`config.mk`:
```
export PLATFORM = sky130hd
export DESIGN_NAME = sdsi_ram
export DESIGN_NICKNAME = d
export VERILOG_FILES = /design/src/rtl/sdsi_ram.sv
export SDC_FILE = /design/constraint.sdc
export NUM_CORES = 1
export LEC_CHECK = 0
export BUFFER_PORTS_ARGS = -buffer_cell sky130_fd_sc_hd__buf_2
export CAP_MARGIN = 20
export CORE_MARGIN = 4
export CORE_UTILIZATION = 55
export DETAILED_ROUTE_END_ITERATION = 16
export PLACE_DENSITY = 0.77
export SLEW_MARGIN = 20
export SYNTH_ARGS = -nofsm -noshare
export SYNTH_HDL_FRONTEND = slang
export SYNTH_SLANG_ARGS = --single-unit
```
`constraint.sdc`:
```
create_clock -name clk_i -period 2.5 [get_ports clk_i]
set_input_delay 0.125 -clock clk_i [delete_from_list [all_inputs] [get_ports clk_i]]
set_output_delay 0.125 -clock clk_i [all_outputs]
set_load 0.005 [all_outputs]
```
`src/rtl/sdsi_ram.sv`:
```
// ----------------------------------------------------------------------------
// sdsi_ram
// Simple dual-port RAM, one write and one registered read per cycle.
// ----------------------------------------------------------------------------
module sdsi_ram #(
  parameter int unsigned WIDTH = 8,
  parameter int unsigned DEPTH = 32
) (
  input  logic                                      clk_i,
  input  logic                                      we_i,
  input  logic [((DEPTH > 1) ? $clog2(DEPTH) : 1)-1:0] waddr_i,
  input  logic [WIDTH-1:0]                          wdata_i,
  input  logic                                      re_i,
  input  logic [((DEPTH > 1) ? $clog2(DEPTH) : 1)-1:0] raddr_i,
  output logic [WIDTH-1:0]                          rdata_o
);

  logic [WIDTH-1:0] mem [DEPTH];
  logic [WIDTH-1:0] rdata_q;

  always_ff @(posedge clk_i) begin
    if (we_i) begin
      mem[waddr_i] <= wdata_i;
    end
  end

  // read data holds until the next read
  always_ff @(posedge clk_i) begin
    if (re_i) begin
      rdata_q <= mem[raddr_i];
    end
  end

  assign rdata_o = rdata_q;

endmodule

```
==> Word-level counts from Yosys, hierarchy flattened <==
Memories as Yosys holds them, arrays and structs flattened. A register that Yosys moved wholly into a read port is not among the register bits.
Cells that the tools add are included.
{ "op_classes": {"muxes": 2} }
{ "op_table": {"columns": ["operator", "n"], "rows": [
  ["1-bit 2-to-1 mux", 2]
]} }
{ "totals": {"register_bits": 0, "ram_bits": 256, "in_bits": 21, "output_inout_bits": 8, "mem_count": 1} }
{ "memory_table": {"columns": ["memory", "depth", "width", "rd", "rd_clocked_by_memory_dff", "wr", "line", "text"], "rows": [
  ["mem", 32, 8, 1, 1, 1, "18", "logic [WIDTH-1:0] mem [DEPTH];"]
]} }

==> Longest topological paths before layout <==
Gate-level depths: netlist (run 1).
{ "logic_depth": {"depth_word": 2, "mapped_depth": 5} }

==> Worst setup path before layout (run 1) <==
No wires, ideal clock.
{ "synth_path": {"kind": "input-to-reg", "startpoint": "in raddr_i[2] (netlist bit)", "endpoint": "reg rdata_q[0], in the netlist rdata_o[0], read port of mem, data pin", "setup_ns": 0.260, "arrival_ns": 1.807, "required_ns": 2.240, "path_slack_ns": 0.433, "stages": 5, "cell_sequence": "clkbuf_1 clkbuf_1 mux4_2 mux4_2 mux2_2"} }
{ "synth_lines": {"columns": ["item", "line", "text"], "rows": [
  ["start: declaration", "14", "input logic [((DEPTH > 1) ? $clog2(DEPTH) : 1)-1:0] raddr_i,"],
  ["end: declaration", "19", "logic [WIDTH-1:0] rdata_q;"]
]} }

==> flow_results.org, run 1 <==
** Min path
- Along the worst hold path, the cell count comes to 2.
- Worst hold endpoint :: rdata_o[2]
- The worst hold path begins at raddr_i[3].
- Tightest Hold Check Type :: in2reg

** Critical path
- The worst register-to-register path ends at rdata_o[1].
- Worst path most repeated cell :: mux4_2
- Critical Path End Type :: flop
- The critical path contains buffers and inverters numbering 0 combined.
- The startpoint identified for the worst register-to-register timing path is mem[21][1].
- Arr. time, crit path :: 2.28 ns
- Type of element launching the critical path :: flop
- Required time of the critical path :: 2.77 ns
- Flop2flop setup slack :: 0.49 ns
- The largest single stage delay on the critical path is 0.55 ns.
- Of all nets on the critical path, the largest fanout is 1.
- On the critical path the largest part of the delay comes from multiplexers.
- The number of cells on the worst reg-to-reg path is 3.
- Sequence of cells on the critical path :: mux4_2, mux4_2, mux2_2
- Critical-path cell with the highest stage delay :: mux4_2
- The setup path with the least slack is of type reg2reg.

** STA
- Worst Tran Pin Value :: 0.7610 ns
- Headroom to the max-slew limit :: 0.4908
- For this run, the top clock speed supported by timing is 498.0 MHz.
- Minimum clock period :: 2.008 ns
- Of the available clock period, the critical path in the final layout requires 0.8033.
- Setup repair after global routing left no endpoint under its margin.
- The final count of hold timing violations was 0.
- Setup violations remaining at the end of the flow were counted as 0.
- Final-layout setup total negative slack :: 0 ns
- The total count of max-transition violations in the final report was 0.
- Worst setup skew after layout :: 0.01480 ns

** CTS
- After clock tree synthesis, the clock-pin slew on the worst setup and hold paths is 0.06 ns.
- Number of clock buffers inserted by TritonCTS :: 25
- After clock tree synthesis, the repair step resized 0 gates.
- Total number of H-tree levels :: 1
- Postcts setup bufs :: 0
- The clock reaches the later pin of the worst-skew pair after 0.53 ns.
- TritonCTS clock tree :: done
- After clock tree synthesis, the flow added hold-fix buffers numbering 1.
- Root cell of the clock tree :: clkbuf_16
- Counting every sink on the clock net gives 264.
- The clock passes through at most 3 buffers.

** Floorplan
- Die ar. :: 20,660 um^2
- Std-Cell Core Area :: 18,020 um^2
- After floorplanning, the core was divided into 49 placement rows.
- I/O pin count :: 29
- For this configuration, the core starts out at a cell density of 0.5622.
- Measured along the y axis, the die boundary spans 143.7 um.
- Floorplan die width :: 143.7 um

** Power and ir drop
- Overall power consumption after layout is estimated at 8.835 mW.
- The worst-case IR drop observed on VDD is 0.0005002 V.
- Leakage power :: 3.633 nW
- Power density normalized to cell area :: 770.2 nW/um^2

** Detailed routing
- Number of design rule violations left after detail routing :: 0
- After detailed routing, the number of vias per cell comes to 6.336.
- Length of routed met3 wiring :: 1648 um
- Met2 wire length :: 10,160 um
- The first detailed-routing pass ran for 5 iterations.
- The count of nets left with antenna violations once routing finished came out at 0.
- In the final routing, the length of wire on met1 measures 8481 um.
- In this run the top signal layer used is met4.
- The first routing iteration left 457 violations.
- WL per Instance :: 28.39 um
- After detailed routing, the total wire length is 20,730 um.
- The detailed router placed 4,625 vias in this run.

** GRT
- Pin count of the biggest net entering global routing :: 65
- The initial antenna violation count came to 0.
- Number of global-route vias before repair :: 4,731
- The first global-routing pass estimated 31,340 um of wire.
- Summed over all layers, the global routing overflow is 0.
- Global router's overall resource usage :: 0.2116

** Synth
- Counting every instance in the synthesized netlist gives 417.
- After synthesis the cells add up to 10,130 um^2.
- Share of synthesized area occupied by flip-flops and latches :: 0.7823
- Synthesis inferred 264 register bits.
- The Yosys step of the flow raised 0 warnings.
- The number of nets handed over by synthesis was 438.
- Yosys cell types :: 14
- Post-synthesis average cell area :: 24.30 um^2

** Finish
- Commonest cells after routing, fill and taps aside :: edfxtp_1 (264), mux4_2 (80), nor2_1 (33)
- For this run, the post-layout net count is 506.
- Leading cell type in the layout, fill and taps excluded :: edfxtp_1
- Fraction of layout instances using a drive strength above 1 :: 0.3593
- Number of inserted diodes :: 0
- Storage element area :: 7928 um^2
- Filler instances :: 1,167
- Multi-input logic area :: 2100 um^2
- From synthesis to final layout, the design area changed by 13.20%.

** Status
- The run finished with clean final reports.

** Placed design
- Routability-driven placement finished with a final weighted congestion of 0.8007.
- Input and output buffers added on the ports amount to 28.
- Placed wire-length estimate :: 12,490 um

** Run
- Across the run, the number of max-cap violations was 0.
-- metal layers --
layer  up-vias  track usage
li1       1922            -
met1      2441       0.3171
met2       228       0.3288
met3        34      0.04160
met4         0      0.05500
met5         -            0
-- cell type report --
cell class                      count  share of cell area
Timing Repair Buffer               61             0.03752
Clock buffer                       29             0.05585
Tap cell                          229             0.02498
Sequential cell                   264              0.6911
Clock inverter                     14            0.007526
Multi-Input combinational cell    133              0.1830
-- cells by family (layout without fill, tap and decap cells) --
kind of cell,count (synthesis),in the layout,synth area share
buffers and inverters,20,104,0.01049
flip-flops,264,264,0.7823
multiplexers,88,88,0.1867
AND/OR/NAND/NOR,45,45,0.02050
-- cells in the mapped netlist, drive strengths merged --
master,count,share of area
or3,1,0.00062
mux2,8,0.0089
nor2,33,0.012
nand3b,5,0.0037
nand3,2,0.00099
or3b,3,0.0026
edfxtp,264,0.78
mux4,80,0.18
nand2,1,0.00037
clkbuf,6,0.0022
buf,14,0.0083
-- registers in the layout (all words and copies together) (netlist names) --
register,flops
mem,256
rdata_o,8
-- where the power goes --
| group | total, mW | internal [mW] | switching (mW) |
|---|---|---|---|
| combinational | 0.462 | 0.204 | 0.257 |
| clock | 3.42 | 1.92 | 1.50 |
| sequential | 4.96 | 4.94 | 0.0168 |
-- worst max-delay path by stage --
stage / startpoint / end / slack, ns / cells after the start
detailed placement: raddr_i[0] / rdata_o[3] / 0.29 / 5
floorplan: raddr_i[2] / rdata_o[0] / 0.43 / 5
global placement: raddr_i[0] / rdata_o[3] / 0.29 / 5
CTS: mem[21][1] / rdata_o[1] / 0.50 / 3
finish: mem[21][1] / rdata_o[1] / 0.49 / 3
global route: mem[21][1] / rdata_o[1] / 0.48 / 3
-- through the flow --
stage               instance area (um^2)  hold slack, ns  setup WS (ns)  instances  utilization
floorplan                          10130          0.2239         0.4333        417            -
global placement                   10730          0.4968         0.2938        686       0.5955
detailed placement                 10730          0.4955         0.2874        686       0.5955
CTS                                11470          0.1006         0.5004        730       0.6364
global route                       11470          0.1229         0.4767        730       0.6364
finish                             11470          0.1176         0.4919        730       0.6364
(Power assumes the default switching activity.)
==> run 2: changes to the inputs <==
ABC_AREA = 1   (was default)
PLACE_DENSITY = 0.79   (was 0.77)
clock period = 1.65 ns   (was 2.5 ns; I/O delays follow)
==> run 2 against run 1 <==
Net effect:
- count of clock-buffer cells in the layout is 1 lower
- largest cell class unchanged
- highest routed layer is now met5
- core utilization shrank 0.44 points
- cell area rose by 7.2%
- synthesized area up 7.2%
- clock skew decreased by 0.0017 ns
==> flow_results.org, run 2 <==
** Power and ir drop
- The analysis attributes to net switching a power of 3.033 mW.
- Power density normalized to cell area :: 1154 nW/um^2
- Part of the power in the clock network :: 0.405
- Of the total power, the share spent switching nets is 0.2138.
- The internal power of the cells totals 11.16 mW.
- Post-layout power :: 14.19 mW
- Register share of total power :: 0.530
- In this run the static leakage power is 4.628 nW.
- IR drop worst, VDD :: 0.0009774 V
- Logic gate share of total power :: 0.065

** Detailed routing
- Iter 0 DRT Violations :: 1,029
- After detailed routing, the total wire length is 24,970 um.
- The routed layout has 7,223 vias.
- Dividing the detail-routed wire length by the instance count gives 19.77 um.
- Routed vias/inst :: 5.719
- Number of design rule violations left after detail routing :: 0
- Number of iterations in the first detailed-routing pass :: 7
- In this run the remaining antenna-violating nets after routing total 0.

** GRT
- Pin count of the biggest net entering global routing :: 65
- The number of global-route vias before repair was 7,025.
- Total grt overflow :: 0
- The initial antenna violation count came to 1.
- Global router's overall resource usage :: 0.2296
- Global-route wire length before repair :: 39,140 um
- Most heavily used metal layer in global routing :: met2
- In the global route stage, met3 resource usage came out at 0.03961.
- Met1 track demand over resource :: 0.3150
- Met2 demand-to-capacity share in global routing :: 0.3878

** Finish
- Compared with the post-synthesis result, the final layout area differs by 13.18%.
- Multi-input logic area :: 2492 um^2
- Filler instances :: 1,438
- Storage element area :: 7928 um^2
- Design Area, Final :: 12,300 um^2
- Leaving out fill and tap cells, the most frequent cell in the layout is nand2_1.
- Commonest cells after routing, fill and taps aside :: nand2_1 (360), edfxtp_1 (264), nand3_1 (204)
- The register with the most flip-flops in the layout has 256 of them.
- Fraction of layout instances using a drive strength above 1 :: 0.1174
- mem holds more flip-flops than any other register.
- The net count of the finished layout is 1,001.
- End-of-flow core utilization :: 0.6320

** Synth
- Share of the synthesized area in compound gates (AO/OA/AOI/OAI) :: 0
- Synth top area cells :: edfxtp_1 (73%), nand2_1 (12%), nand3_1 (9.4%)
- Of the total synthesized cell area, the portion taken by full adders, half adders and majority gates is 0.
- Net count after synthesis :: 943
- Of the total synthesized cell area, the portion taken by AND, OR, NAND and NOR gates is 0.2294.
- Xor/xnor share of the synthesized area :: 0
- Mux share of post-synthesis cell area :: 0
- The cell count after synthesis came out at 922.
- Post-synthesis average cell area :: 11.79 um^2
- The share of the Yosys chip area taken by registers is 0.7295.
- Leading cell type by number of instances after synthesis :: nand2_1
- Summed over all instances, the cell type with the most area after synthesis is edfxtp_1.
- Synth Warn # :: 0
- Most common library cells after synthesis :: nand2_1 (360), edfxtp_1 (264), nand3_1 (204)
- Yosys cell types :: 11
- Synthesized flop and latch total :: 264
- By area, the combinational part of the netlist is dominated by simple AND/OR/NAND/NOR gates.
- For this run, asynchronously set or reset flops after synthesis account for 0.
- Area fraction of the dominant cell type after synthesis :: 0.7295
- Netlist Area Pre-Place :: 10,870 um^2
- Among all flip-flop cells after synthesis, the most frequent one is edfxtp_1.
- Number of synthesized flops with an enable pin :: 264

** STA
- Minimum clock period :: 1.317 ns
- Share of the clock period used by the worst path :: 0.7984
- Final count of hold timing violations :: 0
- RSZ-0062 raised after global routing :: false
- Worst setup skew after layout :: 0.01314 ns
- For the pin with the worst max-slew slack, the measured transition is 0.7251 ns.
- Fmax :: 759.1 MHz
- Summed over all failing endpoints, the final setup total negative slack is 0 ns.
- The total count of max-transition violations in the final report is 0.
- Setup violations remaining at the end of the flow were counted as 0.
- The worst pin sits at a relative slew slack of 0.5166.
- Final hold analysis gives a worst-case slack of 0.1332 ns.

** Floorplan
- I/O pin count :: 29
- The core region is 19,460 um^2.
- The initialized floorplan defines 51 standard-cell rows.
- Measured along the x axis, the die boundary spans 148.6 um.
- Die Y :: 148.6 um
- The floorplan step defined a die boundary enclosing 22,070 um^2.
- The initial utilization of the core area, before any placement, comes to 0.5583.

** Min path
- Tightest Hold Check Type :: in2reg

** Critical path
- Maximum fanout along the worst path :: 1
- Worst path most repeated cell :: nand2_1
- Critical Path End Type :: flop
- Type of element launching the critical path :: flop
- Counting both buffers and inverters, the worst setup path holds a total of 0.
- The kind of cell with the highest combined delay along the critical path is simple AND/OR/NAND/NOR gates.
- Required time of the critical path :: 1.93 ns
- Maximum cell stage delay along the critical path :: 0.36 ns
- Crit path kind :: reg2reg
- Sequence of cells on the critical path :: nand2_1, nand3_1, nand3_1, nand2_1, nand2_1, nand2_1, nand2_1, nand2_1
- On the critical path, the stage with the largest delay is an instance of edfxtp_1.
- Arr. time, crit path :: 1.60 ns

** CTS
- After clock tree synthesis, the clock-pin slew on the worst setup and hold paths is 0.06 ns.
- Clock tree sinks :: 264
- Clock tree synthesis selected as its root buffer the cell clkbuf_16.
- Maximum number of buffers from clock root to sink :: 3
- At the later pin of the worst-skew pair, clock insertion delay measures 0.53 ns.
- Total number of H-tree levels :: 1
- TritonCTS clock tree :: done
- Cells resized by post-CTS repair :: 0
- The number of setup buffers added after CTS is 0.
- Number of clock buffers inserted by TritonCTS :: 26

** Placed design
- Detailed placement finished with a half-perimeter wire length of 14,490 um.
- During placement, the flow inserted port buffers numbering 28.
- At the end of routability-driven placement, the weighted congestion stood at 0.8429.
- Placement Cell Area :: 11,450 um^2

** Status
- Result of the run :: finished clean

** Run
- Max cap viols :: 0
run 2: cell count changes in the layout (fill, tap and decap cells not counted), sizes merged, moves of 2 or more:
cell	before	now
nand2	1	360
nand3	2	204
mux4	80	0
buf	60	80
inv	1	9
mux2	8	0
nand3b	5	0
clkinv	12	15
or3b	3	0
bufinv	1	3
run 2: path summary, 6_finish.rpt:
path | startpoint | to | slack [ns] | cells past startpoint
worst max-delay path | mem[13][7] | rdata_o[7] | 0.33 | 8
worst max register to register | mem[13][7] | rdata_o[7] | 0.33 | 8
worst min register to register | mem[20][2] | rdata_o[2] | 0.83 | 8
worst min-delay path | wdata_i[1] | mem[7][1] | 0.13 | 1
run 2: layout make-up:
class                           instances  area share
Sequential cell                       264      0.6446
Multi-Input combinational cell        596      0.2026
Clock buffer                           28     0.05524
Timing Repair Buffer                   82     0.05514
Tap cell                              265     0.02696
Clock inverter                         17     0.01211
Inverter                               10    0.003154
Antenna cell                            1   0.0002035
run 2: cell families after synthesis:
kind of cell	Yosys count
flip-flops	264
buffers and inverters	62
AND/OR/NAND/NOR	596
run 2: timing repair:
item                                   4_1_cts  5_1_grt
hold buffers                                 2        0
setup endpoints to repair                    0        0
endpoints found under the hold margin       15        0
run 2: power groups by stage:
stage	clock network (mW)	registers, mW	logic [mW]
after floorplan	0	7.65	0.538
after global placement	0	7.66	0.868
after detailed placement	0	7.66	0.891
after CTS	5.77	7.52	0.907
after global routing	6.12	7.52	1.01
final	5.75	7.52	0.921
run 2: metrics by stage:
step	setup WS [ns]	instances
6_report	0.3327	1263
2_1_floorplan	0.5335	922
3_3_place_gp	0.1541	1215
5_1_grt	0.2670	1262
3_5_place_dp	0.1391	1215
4_1_cts	0.3721	1262
run 2: per-layer routing:
| metal | part of all wire | up-vias |
|---|---|---|
| met1 | 0.38 | 3433 |
| met2 | 0.49 | 409 |
| met5 | 0.00028 | - |
| met4 | 0.022 | 2 |
| met3 | 0.11 | 64 |
| li1 | - | 3315 |
